`src/rtl/core/clt_pkg.sv`:
```
package clt_pkg;

    // field widths of one result item
    localparam int KIND_W   = 2;
    localparam int BYTE_W   = 8;
    localparam int ARGN_W   = 8;
    localparam int OFF_W    = 13;
    localparam int CNT_W    = 9;
    localparam int ERR_W    = 3;

    // configuration register widths and indexes
    localparam int MAX_ARGS_W = 9;
    localparam int BUF_LEN_W  = 17;
    localparam int CFG_DATA_W = 17;
    localparam int CFG_ADDR_W = 1;

    localparam logic [CFG_ADDR_W-1:0] REG_MAX_ARGS   = 1'b0;
    localparam logic [CFG_ADDR_W-1:0] REG_BUFFER_LEN = 1'b1;

    localparam logic [MAX_ARGS_W-1:0] MAX_ARGS_RST = 9'd64;
    localparam logic [BUF_LEN_W-1:0]  BUF_LEN_RST  = 17'd1024;

    // results per item and depth of the item queue between front and back
    localparam int MAX_RES     = 3;
    localparam int RES_CNT_W   = 2;
    localparam int QUEUE_DEPTH = 4;

    typedef enum logic [KIND_W-1:0] {
        KIND_BYTE  = 2'd0,
        KIND_END   = 2'd1,
        KIND_DONE  = 2'd2,
        KIND_ERROR = 2'd3
    } t_kind;

    typedef enum logic [ERR_W-1:0] {
        ERR_TOO_MANY_ARGS  = 3'd0,
        ERR_BUFFER_FULL    = 3'd1,
        ERR_EOF_BUFFER     = 3'd2,
        ERR_NUL_HIGH_DIGIT = 3'd3,
        ERR_NUL_LOW_DIGIT  = 3'd4,
        ERR_BAD_FIRST_HEX  = 3'd5,
        ERR_BAD_SECOND_HEX = 3'd6
    } t_err;

    typedef enum logic [1:0] {
        HEX_NONE = 2'd0,
        HEX_HIGH = 2'd1,
        HEX_LOW  = 2'd2
    } t_hex;

    typedef struct packed {
        t_kind             kind;
        logic [BYTE_W-1:0] byte_out;
        logic [ARGN_W-1:0] arg_number;
        logic              arg_start;
        logic [OFF_W-1:0]  offset;
        logic [CNT_W-1:0]  arg_count;
        t_err              error_code;
        logic              end_of_run;
    } t_result;

    // all results caused by one input item, oldest in slot 0
    typedef struct packed {
        logic [RES_CNT_W-1:0]    count;
        t_result [MAX_RES-1:0]   res;
    } t_bundle;

endpackage

```
`src/rtl/core/clt_front.sv`:
```
module clt_front #(
    parameter int MAX_INPUT_LEN = 4096,
    parameter int ARGS_LIMIT    = 256,
    parameter int BUF_LIMIT     = 65536
) (
    input  logic                              i_clk,
    input  logic                              i_rst_n,
    input  logic                              i_accept,
    input  logic [7:0]                        i_ch,
    input  logic                              i_last,
    input  logic                              i_cfg_we,
    input  logic [clt_pkg::CFG_ADDR_W-1:0]    i_cfg_addr,
    input  logic [clt_pkg::CFG_DATA_W-1:0]    i_cfg_wdata,
    output logic                              o_q_push,
    output clt_pkg::t_bundle                  o_q_bundle
);

    localparam int PW = $clog2(MAX_INPUT_LEN + 1);
    localparam logic [PW-1:0] POS_MAX = PW'(MAX_INPUT_LEN);

    localparam logic [7:0] CH_NUL   = 8'h00;
    localparam logic [7:0] CH_TAB   = 8'h09;
    localparam logic [7:0] CH_LF    = 8'h0A;
    localparam logic [7:0] CH_CR    = 8'h0D;
    localparam logic [7:0] CH_BS    = 8'h08;
    localparam logic [7:0] CH_SPACE = 8'h20;
    localparam logic [7:0] CH_QUOTE = 8'h22;
    localparam logic [7:0] CH_HASH  = 8'h23;
    localparam logic [7:0] CH_BSL   = 8'h5C;
    localparam logic [7:0] CH_ZERO  = 8'h30;
    localparam logic [7:0] CH_B     = 8'h62;
    localparam logic [7:0] CH_N     = 8'h6E;
    localparam logic [7:0] CH_R     = 8'h72;
    localparam logic [7:0] CH_T     = 8'h74;
    localparam logic [7:0] CH_X     = 8'h78;

    // hex digit decode: valid flag over the 4-bit value
    function automatic logic [4:0] hex_decode(input logic [7:0] c);
        logic [4:0] r;
        r = 5'd0;
        if (c >= 8'h30 && c <= 8'h39) begin
            r = {1'b1, 4'(c - 8'h30)};
        end else if (c >= 8'h41 && c <= 8'h46) begin
            r = {1'b1, 4'(c - 8'h37)};
        end else if (c >= 8'h61 && c <= 8'h66) begin
            r = {1'b1, 4'(c - 8'h57)};
        end
        return r;
    endfunction

    // configuration registers
    logic [clt_pkg::MAX_ARGS_W-1:0] r_max_args;
    logic [clt_pkg::BUF_LEN_W-1:0]  r_buffer_len;

    // command state
    logic                          r_esc, n_esc;
    logic                          r_quote, n_quote;
    logic                          r_infield, n_infield;
    logic                          r_argopen, n_argopen;
    clt_pkg::t_hex                 r_hexph, n_hexph;
    logic [3:0]                    r_hexhi, n_hexhi;
    logic                          r_hexbad, n_hexbad;
    logic [clt_pkg::CNT_W-1:0]     r_argtot, n_argtot;
    logic [clt_pkg::BUF_LEN_W-1:0] r_used, n_used;
    logic [PW-1:0]                 r_pos, n_pos;
    logic                          r_disc, n_disc;

    // classification of the item
    logic                          a_add;
    logic [7:0]                    a_val;
    logic [PW-1:0]                 a_pos;
    logic                          a_err;
    clt_pkg::t_err                 a_code;
    logic                          a_end;
    logic [PW-1:0]                 a_end_pos;
    logic                          a_sep;
    logic [4:0]                    hex_d;
    logic [PW-1:0]                 p_inc;

    // argument store bookkeeping
    logic [clt_pkg::BUF_LEN_W-1:0] eb;
    logic [clt_pkg::CNT_W-1:0]     ea;
    logic                          room;
    logic                          slot_ok;
    logic                          b_ok;
    logic                          b_start;
    logic                          b_err;
    clt_pkg::t_err                 b_code;
    logic                          argopen1;
    logic [clt_pkg::CNT_W-1:0]     argtot1;
    logic [clt_pkg::BUF_LEN_W-1:0] used1;
    logic                          err_any;
    clt_pkg::t_err                 err_code;
    logic                          fin;
    logic                          ended_all;
    logic                          close_fire;
    logic [PW-1:0]                 close_pos;
    logic [clt_pkg::RES_CNT_W-1:0] k;
    clt_pkg::t_bundle              bundle;

    // effective limits
    assign eb = ({15'd0, r_buffer_len} > 32'(BUF_LIMIT)) ?
                clt_pkg::BUF_LEN_W'(BUF_LIMIT) : r_buffer_len;
    assign ea = ({23'd0, r_max_args} > 32'(ARGS_LIMIT)) ?
                clt_pkg::CNT_W'(ARGS_LIMIT) : r_max_args;

    assign p_inc = (r_pos == POS_MAX) ? r_pos : r_pos + 1'b1;
    assign hex_d = hex_decode(i_ch);

    // classify the byte against escape, hex and quoting state
    always_comb begin
        n_esc     = r_esc;
        n_quote   = r_quote;
        n_infield = r_infield;
        n_hexph   = r_hexph;
        n_hexhi   = r_hexhi;
        n_hexbad  = r_hexbad;
        a_add     = 1'b0;
        a_val     = i_ch;
        a_pos     = r_pos;
        a_err     = 1'b0;
        a_code    = clt_pkg::ERR_TOO_MANY_ARGS;
        a_end     = 1'b0;
        a_end_pos = r_pos;
        a_sep     = 1'b0;
        case (r_hexph)
            clt_pkg::HEX_HIGH: begin
                if (i_last) begin
                    a_err  = 1'b1;
                    a_code = clt_pkg::ERR_EOF_BUFFER;
                end else if (i_ch == CH_NUL) begin
                    a_err  = 1'b1;
                    a_code = clt_pkg::ERR_NUL_HIGH_DIGIT;
                end else begin
                    n_hexhi  = hex_d[4] ? hex_d[3:0] : 4'd0;
                    n_hexbad = !hex_d[4];
                    n_hexph  = clt_pkg::HEX_LOW;
                end
            end
            clt_pkg::HEX_LOW: begin
                n_hexph = clt_pkg::HEX_NONE;
                if (i_ch == CH_NUL) begin
                    a_err  = 1'b1;
                    a_code = clt_pkg::ERR_NUL_LOW_DIGIT;
                end else if (r_hexbad) begin
                    a_err  = 1'b1;
                    a_code = clt_pkg::ERR_BAD_FIRST_HEX;
                end else if (!hex_d[4]) begin
                    a_err  = 1'b1;
                    a_code = clt_pkg::ERR_BAD_SECOND_HEX;
                end else begin
                    a_add = 1'b1;
                    a_val = {r_hexhi, hex_d[3:0]};
                    a_pos = (r_pos >= PW'(2)) ? r_pos - PW'(2) : '0;
                end
            end
            default: begin
                if (i_ch == CH_NUL) begin
                    a_end = 1'b1;
                end else if (r_esc) begin
                    n_esc     = 1'b0;
                    n_infield = 1'b1;
                    case (i_ch)
                        CH_N:    begin a_add = 1'b1; a_val = CH_LF;  end
                        CH_R:    begin a_add = 1'b1; a_val = CH_CR;  end
                        CH_T:    begin a_add = 1'b1; a_val = CH_TAB; end
                        CH_B:    begin a_add = 1'b1; a_val = CH_BS;  end
                        CH_ZERO: begin a_add = 1'b1; a_val = CH_NUL; end
                        CH_X: begin
                            if (i_last) begin
                                a_err  = 1'b1;
                                a_code = clt_pkg::ERR_EOF_BUFFER;
                            end else begin
                                n_hexph = clt_pkg::HEX_HIGH;
                            end
                        end
                        default: a_add = 1'b1;
                    endcase
                end else begin
                    case (i_ch)
                        CH_BSL:   n_esc = 1'b1;
                        CH_QUOTE: n_quote = !r_quote;
                        CH_HASH: begin
                            if (r_quote) begin
                                n_infield = 1'b1;
                                a_add     = 1'b1;
                            end else begin
                                a_end     = 1'b1;
                                a_end_pos = p_inc;
                            end
                        end
                        CH_SPACE, CH_TAB, CH_CR, CH_LF: begin
                            if (r_quote) begin
                                n_infield = 1'b1;
                                a_add     = 1'b1;
                            end else if (r_infield) begin
                                n_infield = 1'b0;
                                a_sep     = 1'b1;
                            end
                        end
                        default: begin
                            n_infield = 1'b1;
                            a_add     = 1'b1;
                        end
                    endcase
                end
            end
        endcase
    end

    // store one argument byte, opening an argument where needed
    assign room    = ({1'b0, r_used} + 18'd1) < {1'b0, eb};
    assign slot_ok = ({1'b0, r_argtot} + 10'd1) < {1'b0, ea};

    always_comb begin
        b_ok     = 1'b0;
        b_start  = 1'b0;
        b_err    = 1'b0;
        b_code   = clt_pkg::ERR_TOO_MANY_ARGS;
        argopen1 = r_argopen;
        argtot1  = r_argtot;
        used1    = r_used;
        if (a_add) begin
            if (!room) begin
                b_err  = 1'b1;
                b_code = clt_pkg::ERR_BUFFER_FULL;
            end else if (!r_argopen && !slot_ok) begin
                b_err  = 1'b1;
                b_code = clt_pkg::ERR_TOO_MANY_ARGS;
            end else begin
                b_ok     = 1'b1;
                b_start  = !r_argopen;
                argopen1 = 1'b1;
                argtot1  = r_argopen ? r_argtot : r_argtot + 1'b1;
                used1    = r_used + 1'b1;
            end
        end
    end

    // end of argument and end of command
    assign err_any    = a_err || b_err;
    assign err_code   = a_err ? a_code : b_code;
    assign fin        = !err_any && (a_end || i_last);
    assign ended_all  = err_any || a_end || i_last;
    assign close_fire = !err_any && (a_sep || fin) && argopen1;
    assign close_pos  = a_sep ? r_pos : (a_end ? a_end_pos : p_inc);

    // assemble the results of this item in order
    always_comb begin
        bundle = '0;
        k      = '0;
        if (err_any) begin
            bundle.res[0].kind       = clt_pkg::KIND_ERROR;
            bundle.res[0].error_code = err_code;
            bundle.res[0].end_of_run = 1'b1;
            bundle.count             = 2'd1;
        end else begin
            if (b_ok) begin
                bundle.res[k].kind       = clt_pkg::KIND_BYTE;
                bundle.res[k].byte_out   = a_val;
                bundle.res[k].arg_number = clt_pkg::ARGN_W'(argtot1 - 1'b1);
                bundle.res[k].arg_start  = b_start;
                bundle.res[k].offset     = b_start ? clt_pkg::OFF_W'(a_pos) : '0;
                bundle.res[k].end_of_run = !close_fire && !fin;
                k = k + 1'b1;
            end
            if (close_fire) begin
                bundle.res[k].kind       = clt_pkg::KIND_END;
                bundle.res[k].arg_number = clt_pkg::ARGN_W'(argtot1 - 1'b1);
                bundle.res[k].offset     = clt_pkg::OFF_W'(close_pos);
                bundle.res[k].end_of_run = !fin;
                k = k + 1'b1;
            end
            if (fin) begin
                bundle.res[k].kind       = clt_pkg::KIND_DONE;
                bundle.res[k].arg_count  = argtot1;
                bundle.res[k].end_of_run = 1'b1;
                k = k + 1'b1;
            end
            bundle.count = k;
        end
    end

    assign o_q_push   = i_accept && !r_disc && (bundle.count != '0);
    assign o_q_bundle = bundle;

    // next command state
    always_comb begin
        n_argopen = r_argopen;
        n_argtot  = r_argtot;
        n_used    = r_used;
        n_pos     = r_pos;
        n_disc    = r_disc;
        if (r_disc) begin
            n_disc = !i_last;
        end else begin
            n_argopen = argopen1 && !close_fire;
            n_argtot  = argtot1;
            n_used    = close_fire ? used1 + 1'b1 : used1;
            if (ended_all) begin
                n_disc = 1'b1;
            end else begin
                n_pos = p_inc;
            end
        end
    end

    // state registers; the last byte of an ended command clears everything
    always_ff @(posedge i_clk) begin
        if (!i_rst_n || (i_accept && i_last && (r_disc || ended_all))) begin
            r_esc     <= 1'b0;
            r_quote   <= 1'b0;
            r_infield <= 1'b0;
            r_argopen <= 1'b0;
            r_hexph   <= clt_pkg::HEX_NONE;
            r_hexhi   <= 4'd0;
            r_hexbad  <= 1'b0;
            r_argtot  <= '0;
            r_used    <= '0;
            r_pos     <= '0;
            r_disc    <= 1'b0;
        end else if (i_accept && !r_disc) begin
            r_esc     <= n_esc;
            r_quote   <= n_quote;
            r_infield <= n_infield;
            r_argopen <= n_argopen;
            r_hexph   <= n_hexph;
            r_hexhi   <= n_hexhi;
            r_hexbad  <= n_hexbad;
            r_argtot  <= n_argtot;
            r_used    <= n_used;
            r_pos     <= n_pos;
            r_disc    <= n_disc;
        end else if (i_accept) begin
            r_disc <= n_disc;
        end
    end

    // configuration writes
    always_ff @(posedge i_clk) begin
        if (!i_rst_n) begin
            r_max_args   <= clt_pkg::MAX_ARGS_RST;
            r_buffer_len <= clt_pkg::BUF_LEN_RST;
        end else if (i_cfg_we) begin
            case (i_cfg_addr)
                clt_pkg::REG_MAX_ARGS:   r_max_args   <= i_cfg_wdata[clt_pkg::MAX_ARGS_W-1:0];
                clt_pkg::REG_BUFFER_LEN: r_buffer_len <= i_cfg_wdata[clt_pkg::BUF_LEN_W-1:0];
                default: ;
            endcase
        end
    end

endmodule

```
`src/rtl/core/clt_queue.sv`:
```
module clt_queue (
    input  logic             i_clk,
    input  logic             i_rst_n,
    input  logic             i_push,
    input  clt_pkg::t_bundle i_bundle,
    output logic             o_full,
    input  logic             i_pop,
    output logic             o_valid,
    output clt_pkg::t_bundle o_head
);

    localparam int AW = $clog2(clt_pkg::QUEUE_DEPTH);
    localparam int CW = $clog2(clt_pkg::QUEUE_DEPTH + 1);

    clt_pkg::t_bundle r_mem [clt_pkg::QUEUE_DEPTH];
    logic [AW-1:0]    r_wptr;
    logic [AW-1:0]    r_rptr;
    logic [CW-1:0]    r_count;

    assign o_full  = (r_count == CW'(clt_pkg::QUEUE_DEPTH));
    assign o_valid = (r_count != '0);
    assign o_head  = r_mem[r_rptr];

    // item storage
    always_ff @(posedge i_clk) begin
        if (i_push) begin
            r_mem[r_wptr] <= i_bundle;
        end
    end

    // pointers and fill level
    always_ff @(posedge i_clk) begin
        if (!i_rst_n) begin
            r_wptr  <= '0;
            r_rptr  <= '0;
            r_count <= '0;
        end else begin
            if (i_push) begin
                r_wptr <= (r_wptr == AW'(clt_pkg::QUEUE_DEPTH - 1)) ? '0 : r_wptr + 1'b1;
            end
            if (i_pop) begin
                r_rptr <= (r_rptr == AW'(clt_pkg::QUEUE_DEPTH - 1)) ? '0 : r_rptr + 1'b1;
            end
            case ({i_push, i_pop})
                2'b10:   r_count <= r_count + 1'b1;
                2'b01:   r_count <= r_count - 1'b1;
                default: r_count <= r_count;
            endcase
        end
    end

endmodule

```
`src/rtl/core/clt_back.sv`:
```
module clt_back (
    input  logic             i_clk,
    input  logic             i_rst_n,
    input  logic             i_head_valid,
    input  clt_pkg::t_bundle i_head,
    output logic             o_q_pop,
    input  logic             i_pop,
    output logic             o_empty,
    output clt_pkg::t_result o_result
);

    logic [clt_pkg::RES_CNT_W-1:0] r_idx;
    logic                          last_slot;
    logic                          take;

    // walk through the results of the head item one at a time
    assign o_empty   = !i_head_valid;
    assign o_result  = i_head.res[r_idx];
    assign take      = i_pop && i_head_valid;
    assign last_slot = (r_idx == i_head.count - 1'b1);
    assign o_q_pop   = take && last_slot;

    always_ff @(posedge i_clk) begin
        if (!i_rst_n) begin
            r_idx <= '0;
        end else if (take) begin
            r_idx <= last_slot ? '0 : r_idx + 1'b1;
        end
    end

endmodule

```
`src/rtl/core/command_line_tokenizer.sv`:
```
// order: an accepted item's results are built combinationally and registered into the queue, the back reads the head
// throughput: one byte per cycle while full is low; a byte with several results takes one pop
// per result at the back, and a queue of four items between front and back absorbs that
// reset: synchronous, active low; clears command state and the queue, and sets
// max_args to 64 and buffer_len to 1024
module command_line_tokenizer #(
    parameter int MAX_INPUT_LEN = 4096,
    parameter int ARGS_LIMIT    = 256,
    parameter int BUF_LIMIT     = 65536
) (
    input  logic                           i_clk,
    input  logic                           i_rst_n,
    input  logic                           push,
    output logic                           full,
    input  logic [7:0]                     i_ch,
    input  logic                           i_last,
    output logic                           empty,
    input  logic                           pop,
    output logic [clt_pkg::KIND_W-1:0]     o_kind,
    output logic [clt_pkg::BYTE_W-1:0]     o_byte_out,
    output logic [clt_pkg::ARGN_W-1:0]     o_arg_number,
    output logic                           o_arg_start,
    output logic [clt_pkg::OFF_W-1:0]      o_offset,
    output logic [clt_pkg::CNT_W-1:0]      o_arg_count,
    output logic [clt_pkg::ERR_W-1:0]      o_error_code,
    output logic                           o_end_of_run,
    input  logic                           i_cfg_we,
    input  logic [clt_pkg::CFG_ADDR_W-1:0] i_cfg_addr,
    input  logic [clt_pkg::CFG_DATA_W-1:0] i_cfg_wdata
);

    logic             accept;
    logic             q_push;
    logic             q_full;
    logic             q_pop;
    logic             q_valid;
    clt_pkg::t_bundle q_in;
    clt_pkg::t_bundle q_head;
    clt_pkg::t_result result;

    assign accept = push && !q_full;
    assign full   = q_full;

    // front: classify bytes and build the results of each item
    clt_front #(
        .MAX_INPUT_LEN (MAX_INPUT_LEN),
        .ARGS_LIMIT    (ARGS_LIMIT),
        .BUF_LIMIT     (BUF_LIMIT)
    ) u_front (
        .i_clk       (i_clk),
        .i_rst_n     (i_rst_n),
        .i_accept    (accept),
        .i_ch        (i_ch),
        .i_last      (i_last),
        .i_cfg_we    (i_cfg_we),
        .i_cfg_addr  (i_cfg_addr),
        .i_cfg_wdata (i_cfg_wdata),
        .o_q_push    (q_push),
        .o_q_bundle  (q_in)
    );

    // queue of result groups
    clt_queue u_queue (
        .i_clk    (i_clk),
        .i_rst_n  (i_rst_n),
        .i_push   (q_push),
        .i_bundle (q_in),
        .o_full   (q_full),
        .i_pop    (q_pop),
        .o_valid  (q_valid),
        .o_head   (q_head)
    );

    // back: hand results out one by one
    clt_back u_back (
        .i_clk        (i_clk),
        .i_rst_n      (i_rst_n),
        .i_head_valid (q_valid),
        .i_head       (q_head),
        .o_q_pop      (q_pop),
        .i_pop        (pop),
        .o_empty      (empty),
        .o_result     (result)
    );

    assign o_kind       = result.kind;
    assign o_byte_out   = result.byte_out;
    assign o_arg_number = result.arg_number;
    assign o_arg_start  = result.arg_start;
    assign o_offset     = result.offset;
    assign o_arg_count  = result.arg_count;
    assign o_error_code = result.error_code;
    assign o_end_of_run = result.end_of_run;

`ifndef NO_ASSERTIONS
    // queue never written while full
    a_no_overflow: assert property (@(posedge i_clk) disable iff (!i_rst_n)
        q_push |-> !q_full)
        else $error("result queue written while full");

    // back only releases an item that is there
    a_pop_valid: assert property (@(posedge i_clk) disable iff (!i_rst_n)
        q_pop |-> q_valid)
        else $error("result queue popped while empty");

    // done and error close the run of an item
    a_final_eor: assert property (@(posedge i_clk) disable iff (!i_rst_n)
        (!empty && (o_kind == clt_pkg::KIND_DONE || o_kind == clt_pkg::KIND_ERROR))
        |-> o_end_of_run)
        else $error("done or error result without end of run");

    // nothing waits right after reset
    a_reset_empty: assert property (@(posedge i_clk)
        !i_rst_n |=> empty)
        else $error("result pending after reset");
`endif

endmodule
```
`config.mk`:
```
export PLATFORM = sky130hd
export DESIGN_NAME = command_line_tokenizer
export DESIGN_NICKNAME = d
export VERILOG_FILES = /design/src/rtl/core/clt_pkg.sv /design/src/rtl/core/clt_front.sv /design/src/rtl/core/clt_queue.sv /design/src/rtl/core/clt_back.sv /design/src/rtl/core/command_line_tokenizer.sv
export SDC_FILE = /design/constraint.sdc
export NUM_CORES = 1
export LEC_CHECK = 0
export ABC_AREA = 1
export BUFFER_PORTS_ARGS = -buffer_cell sky130_fd_sc_hd__buf_2
export CAP_MARGIN = 25
export CORE_MARGIN = 2
export CORE_UTILIZATION = 55
export DETAILED_ROUTE_END_ITERATION = 8
export PLACE_DENSITY = 0.72
export SLEW_MARGIN = 20
export SYNTH_ARGS = -nofsm -noshare
export SYNTH_HDL_FRONTEND = slang
export SYNTH_SLANG_ARGS = --single-unit
```
`constraint.sdc`:
```
create_clock -name i_clk -period 10.65 [get_ports i_clk]
set_input_delay 1.065 -clock i_clk [delete_from_list [all_inputs] [get_ports i_clk]]
set_output_delay 1.065 -clock i_clk [all_outputs]
set_load 0.02 [all_outputs]
```
==> qor.yml, run 1 <==
outcome: "finished clean"
drt-initial-drc-count: 1604
syn-cell-area_sq_um: 21600
power_frac_clock: 0.207
ys_ff_latch: 448
rsz0062_at_grt: "false"
cts_post_setup_buffers_inserted: 0
setup-tns-final_ns: 0
arrival_ns: 6.94
io_buffer_count: 78
path_class: "flip-flop to flip-flop"
synthCells: 2240
final_cells: 2830
die_y_um: 202
end_kind: "flip-flop"
grtUsageMet1: 0.354
insertion_delay_ns: 0.57
multiInputGateArea_sq_um: 7920
cts_tree: "done"
hold_violations: 0
grtUsageTotal: 0.259
p_sw_w: 0.00299
cts-root-buf: "clkbuf_16"
io_pins: 79
yosys_most_used_dff: "edfxtp_1"
wirelength_um: 52400
fillers: 3106
seqCellArea_sq_um: 12600
cap_violations: 0
drc_errors: 0
cts.sinks: 448
htree_levels: 2
grt_pass1_vias: 15800
worst_slew_pin_slew_ns: 1.01
power_density_nw_per_um2: 302
drtAntennaViolNets: 0
fin_crit_sh: 0.635
final-setup-viol-count: 0
area_growth_pct: 10.3
grt_most_used_layer: "met2"
yosysMostFrequentCell: "nor2_1"
start_util: 0.558
post-dp-hpwl_um: 33000
combPwrFrac: 0.427
skew_ns: 0.0148
place.gp.congestion: 0.933
start_kind: "flip-flop"
crit_fanout: 63
cp.required_ns: 10.83
synth.distinct_cells: 62
ctsHoldBuffers: 0
overflow: 0
via_per_inst: 5.77
peakVddDrop_mv: 0.169
antenna_found_initial: 0
cts_resized: 0
synthTopCellsByArea: "edfxtp_1, dfxtp_1, nor2_1, o21ai_0, nand2_1"
routed-via-count: 16300
syn_avg_cell_area_sq_um: 9.63
swShare: 0.416
wl_per_cell_um: 18.5
drive_above_1_share: 0.109
slew_headroom: 0.325
yosysWarnings: 0
numCtsBuffers: 45
drt-pass1-iter-count: 6
intPower_w: 0.00419
antenna_cells: 0
grtUsageMet2: 0.424
cts_buffer_depth: 3
synth_top_area_cell: "edfxtp_1"
async_flop_share: 0
num_rows: 72
hold_class: "flip-flop to flip-flop"
p_leak_nw: 9.18
p_seq_frac: 0.367
grt_max_degree: 103
layout_min_cycle_time_ns: 6.76
ys_top_cells_by_count: "nor2_1, edfxtp_1, o21ai_0"
synth_edf_count: 360
ys_seq_area_frac: 0.583
report.final.slew_viol_count: 0
grt_pass1_wl_um: 83800
fmax_ghz: 0.148
synth_top_area_share: 0.501
dp_cells: 2747
core_area_sq_um: 38600
use_met3: 0.0369
syn-num-nets: 2324
die-area_sq_um: 40800
finalNetCount: 2363
path_clk_slew_ns: 0.06
die_x_um: 202
==> final cells by class <==
| class | count | area share |
|---|---|---|
| sequential | 448 | 0.529 |
| timing repair buffer | 99 | 0.0257 |
| inverter | 178 | 0.0283 |
| clock buffer | 56 | 0.0499 |
| multi-input combinational | 1507 | 0.333 |
| clock inverter | 24 | 0.00705 |
| tap | 518 | 0.0272 |
==> layout by cell type, fill, tap and decap left out, drive strengths merged, types with 3 or more instances in the layout <==
| cell type | n |
|---|---|
| o21ai | 304 |
| a21oi | 91 |
| dfxtp | 88 |
| a21o | 4 |
| nor2 | 423 |
| nand3b | 3 |
| ha | 50 |
| nor3b | 3 |
| nand4 | 16 |
| clkinv | 21 |
| nand3 | 78 |
| or2 | 9 |
| nor4 | 8 |
| xnor2 | 6 |
| nand2 | 305 |
| a211oi | 5 |
| inv | 179 |
| buf | 99 |
| o211ai | 6 |
| a221oi | 4 |
| o22ai | 82 |
| nor3 | 22 |
| a22o | 22 |
| clkbuf | 56 |
| xor2 | 43 |
| o31ai | 3 |
| edfxtp | 360 |
==> power by group through the flow <==
stage	clock (W)	sequential [W]	combinational, W
2_1_floorplan	0	0.00264	0.00209
3_3_place_gp	0	0.00266	0.00298
3_5_place_dp	0	0.00267	0.00304
4_1_cts	0.00151	0.00263	0.00306
5_1_grt	0.00157	0.00267	0.00337
6_report	0.00148	0.00263	0.00306
==> cell families (layout without fill, tap and decap cells) <==
| family | after synthesis | count (layout) | synth area share |
|---|---|---|---|
| simple gates | 868 | 868 | 0.173 |
| compound gates | 536 | 536 | 0.140 |
| xor+xnor | 49 | 49 | 0.0199 |
| buf+inv | 285 | 357 | 0.0520 |
| fa+ha+maj | 52 | 52 | 0.0309 |
| flops | 448 | 448 | 0.583 |
| mux | 2 | 2 | 0.000928 |
==> worst paths after layout <==
kind | startpoint | endpoint | slack, ns | cells after the start
worst max-delay path | u_front.r_used[0]$_SDFFE_PP0P_ | u_queue.r_mem[3][42]$_DFFE_PP_ | 3.89 | 22
worst min-delay path | u_queue.r_count[0]$_SDFFE_PN0P_ | u_queue.r_count[0]$_SDFFE_PN0P_ | 0.46 | 1
worst max register to register | u_front.r_used[0]$_SDFFE_PP0P_ | u_queue.r_mem[3][42]$_DFFE_PP_ | 3.89 | 22
worst min register to register | u_queue.r_count[0]$_SDFFE_PN0P_ | u_queue.r_count[0]$_SDFFE_PN0P_ | 0.46 | 1
==> worst max-delay path, cell delays in order (launching register included) <==
cell and delay (ns):
dfxtp_1 0.42, ha_1 0.22, nand3_1 0.10, nor2_1 0.14
inv_1 0.10, nor4_1 0.41, nand3_1 0.15, xor2_1 0.25
inv_1 0.08, ha_1 0.20, a21o_1 0.15, a21oi_1 0.12
o211ai_1 0.13, nor2_2 0.20, nand4_4 0.57, inv_2 0.47
ha_1 0.21, inv_1 0.06, o22ai_1 0.31, or2_1 0.16
nand2_2 0.18, nor2_4 0.75, buf_4 0.90
==> sequential cells by signal, indices dropped and copies added, names as in the netlist, 2 cells and up, named ones only <==
signal,count
u_queue.r_wptr,2
u_front.r_max_args,9
u_back.r_idx,2
u_queue.r_rptr,2
u_front.r_hexhi,4
u_front.r_hexph,2
u_queue.r_count,3
u_front.r_pos,13
u_front.r_buffer_len,17
u_queue.r_mem,360
u_front.r_argtot,9
u_front.r_used,17
==> routing by layer <==
layer  part of all wire  vias up
li1                   -     7853
met1               0.43     7789
met2               0.48      576
met3              0.066       98
met4              0.027        0
met5                  0        -
==> stage by stage <==
step                      area, sq um  hold slack, ns  total power [W]  setup WS [ns]   util
final                           23800           0.459          0.00718           3.89  0.615
after global routing            23800           0.476          0.00761           3.30  0.615
after global placement          22300           0.436          0.00564           4.02  0.578
after detailed placement        22400           0.459          0.00571           3.93  0.579
after CTS                       23700           0.467          0.00720           3.88  0.614
after floorplan                 21600           0.422          0.00473           2.62      -
(Power assumes the default switching activity.)
==> run 2: changes to the inputs <==
==> constraint.sdc (replaced) <==
create_clock -name i_clk -period 6.32 [get_ports i_clk]
set_input_delay 0.632 -clock i_clk [delete_from_list [all_inputs] [get_ports i_clk]]
set_output_delay 0.632 -clock i_clk [all_outputs]
set_load 0.02 [all_outputs]
==> run 2 against run 1 <==
Against the previous run:
- global-route usage rose by 0.19 points
- flip-flop and latch count unchanged
- maximum frequency rose by 17%
- setup slack worse by 3.4 ns
==> qor.yml, run 2 (synthesis gave the netlist of run 1 again) <==
wirelength_um: 52500
hold_depth: 3
holdPathEnd: "u_front.r_buffer_len[10]$_SDFFE_PN1P_"
layout_min_cycle_time_ns: 5.79
grt_pass1_wl_um: 84900
worst-r2r-cell-count: 32
path_clk_slew_ns: 0.06
grtUsageTotal: 0.260
cp.required_ns: 6.78
cts_buffer_depth: 3
arrival_ns: 6.25
drt-pass1-iter-count: 5
rsz0062_at_grt: "false"
overflow: 0
io_buffer_count: 78
cap_violations: 0
p_seq_frac: 0.356
power_density_nw_per_um2: 515
setup-tns-final_ns: 0
cts-root-buf: "clkbuf_16"
core_area_sq_um: 38600
slew_headroom: 0.312
reg_top3: "u_queue.r_mem x360, u_front.r_buffer_len x17, u_front.r_used x17"
place.gp.congestion: 0.886
final_common_cell: "nor2_1"
routed-via-count: 16400
power_frac_clock: 0.222
die_y_um: 202
cpPeakStageDelay_ns: 0.43
swShare: 0.407
final_util: 0.623
report.final.slew_viol_count: 0
antenna_found_initial: 2
die-area_sq_um: 40800
place_area_sq_um: 22500
htree_levels: 2
hold_start: "i_cfg_wdata[10]"
drt-initial-drc-count: 1295
drive_above_1_share: 0.115
cp_slowest_cell: "fa_1"
r2r-end: "u_queue.r_count[2]$_SDFFE_PN0P_"
outcome: "finished clean"
cpMostUsedCell: "inv_1"
peakVddDrop_mv: 0.456
combPwrFrac: 0.422
cts.sinks: 448
num_rows: 72
reg2reg_slack_ns: 0.53
hold_violations: 0
post-dp-hpwl_um: 32700
path_class: "flip-flop to flip-flop"
intPower_w: 0.00736
drc_errors: 0
cts_tree: "done"
design_area_sq_um: 24100
skew_ns: 0.0253
area_growth_pct: 11.7
insertion_delay_ns: 0.58
fmax_ghz: 0.173
via_per_inst: 5.77
wl_per_cell_um: 18.5
hold_class: "input pin to flip-flop"
numCtsBuffers: 46
drtAntennaViolNets: 0
final_cell_mix: "nor2_1, edfxtp_1, o21ai_0"
die_x_um: 202
grt_max_degree: 104
worst_slew_pin_slew_ns: 1.03
end_kind: "flip-flop"
regMostFlops: "u_queue.r_mem"
p_leak_nw: 9.32
fin_crit_sh: 0.917
p_sw_w: 0.00506
final-setup-viol-count: 0
start_util: 0.558
p_total_w: 0.0124
io_pins: 79
largest_reg_flops: 360
grt_pass1_vias: 16000
finalNetCount: 2372
reg2reg_from: "u_front.r_used[0]$_SDFFE_PP0P_"
ctsHoldBuffers: 0
start_kind: "flip-flop"
crit_fanout: 11
-- run 2: cell types whose count changed in the layout (fill, tap and decap cells not counted), sizes merged --
cell	before	now
buf	99	107
clkinvlp	0	1
clkbuf	56	62
inv	179	176
clkinv	21	18
bufinv	2	5
diode	0	1
-- run 2: area by class of cell --
cell class | count | area [sq um]
Tap cell | 518 | 648
Fill cell | 3152 | 14600
Timing Repair Buffer | 107 | 708
Multi-Input combinational cell | 1507 | 7940
Antenna cell | 1 | 2.50
Clock inverter | 22 | 235
Sequential cell | 448 | 12600
Inverter | 178 | 673
Clock buffer | 62 | 1310
-- run 2: critical path, delay by kind of cell (launching register included) --
kind	cells	cell delay (ns)
xor+xnor	1	0.23
buf+inv	6	0.76
compound gates	7	0.90
simple gates	13	2.00
flops	1	0.41
fa+ha+maj	5	1.37
-- run 2: worst max-delay path by stage --
| stage | start | to | cells past startpoint |
|---|---|---|---|
| 6_report | u_front.r_used[0]$_SDFFE_PP0P_ | u_queue.r_count[2]$_SDFFE_PN0P_ | 32 |
| 5_1_grt | u_front.r_used[0]$_SDFFE_PP0P_ | u_queue.r_count[2]$_SDFFE_PN0P_ | 33 |
| 4_1_cts | u_front.r_used[0]$_SDFFE_PP0P_ | u_queue.r_count[2]$_SDFFE_PN0P_ | 32 |
| 3_5_place_dp | u_front.r_used[0]$_SDFFE_PP0P_ | u_queue.r_count[2]$_SDFFE_PN0P_ | 32 |
| 3_3_place_gp | u_front.r_used[0]$_SDFFE_PP0P_ | u_queue.r_count[2]$_SDFFE_PN0P_ | 32 |
| 2_1_floorplan | u_front.r_used[0]$_SDFFE_PP0P_ | u_queue.r_mem[0][0]$_DFFE_PP_ | 25 |
-- run 2: stage by stage --
stage                     hold WS [ns]  worst slack [ns]  std cells
final                            0.276             0.526       2843
after floorplan                  0.422            -0.212       2240
after global placement           0.440             0.485       2752
after CTS                        0.256             0.362       2837
after global routing             0.279            0.0220       2842
after detailed placement         0.458             0.394       2753
-- run 2: power groups by stage --
stage / Clock (W) / Sequential, W / Combinational (W)
2_1_floorplan: 0 / 0.00441 / 0.00354
3_3_place_gp: 0 / 0.00446 / 0.00507
3_5_place_dp: 0 / 0.00448 / 0.00519
4_1_cts: 0.00279 / 0.00442 / 0.00521
5_1_grt: 0.00289 / 0.00448 / 0.00581
6_report: 0.00275 / 0.00442 / 0.00524
-- run 2: what timing repair did --
item	4_1_cts	5_1_grt
endpoints found under the setup margin	0	85
buffers inserted	0	1
resized for setup	0	3
-- run 2: per-layer routing --
layer / track usage / vias up / wire length [um]
met5: 0 / - / 10
met4: 0.0861 / 2 / 1330
met3: 0.0432 / 92 / 3590
met2: 0.428 / 518 / 25100
met1: 0.354 / 7931 / 22500
li1: - / 7871 / -
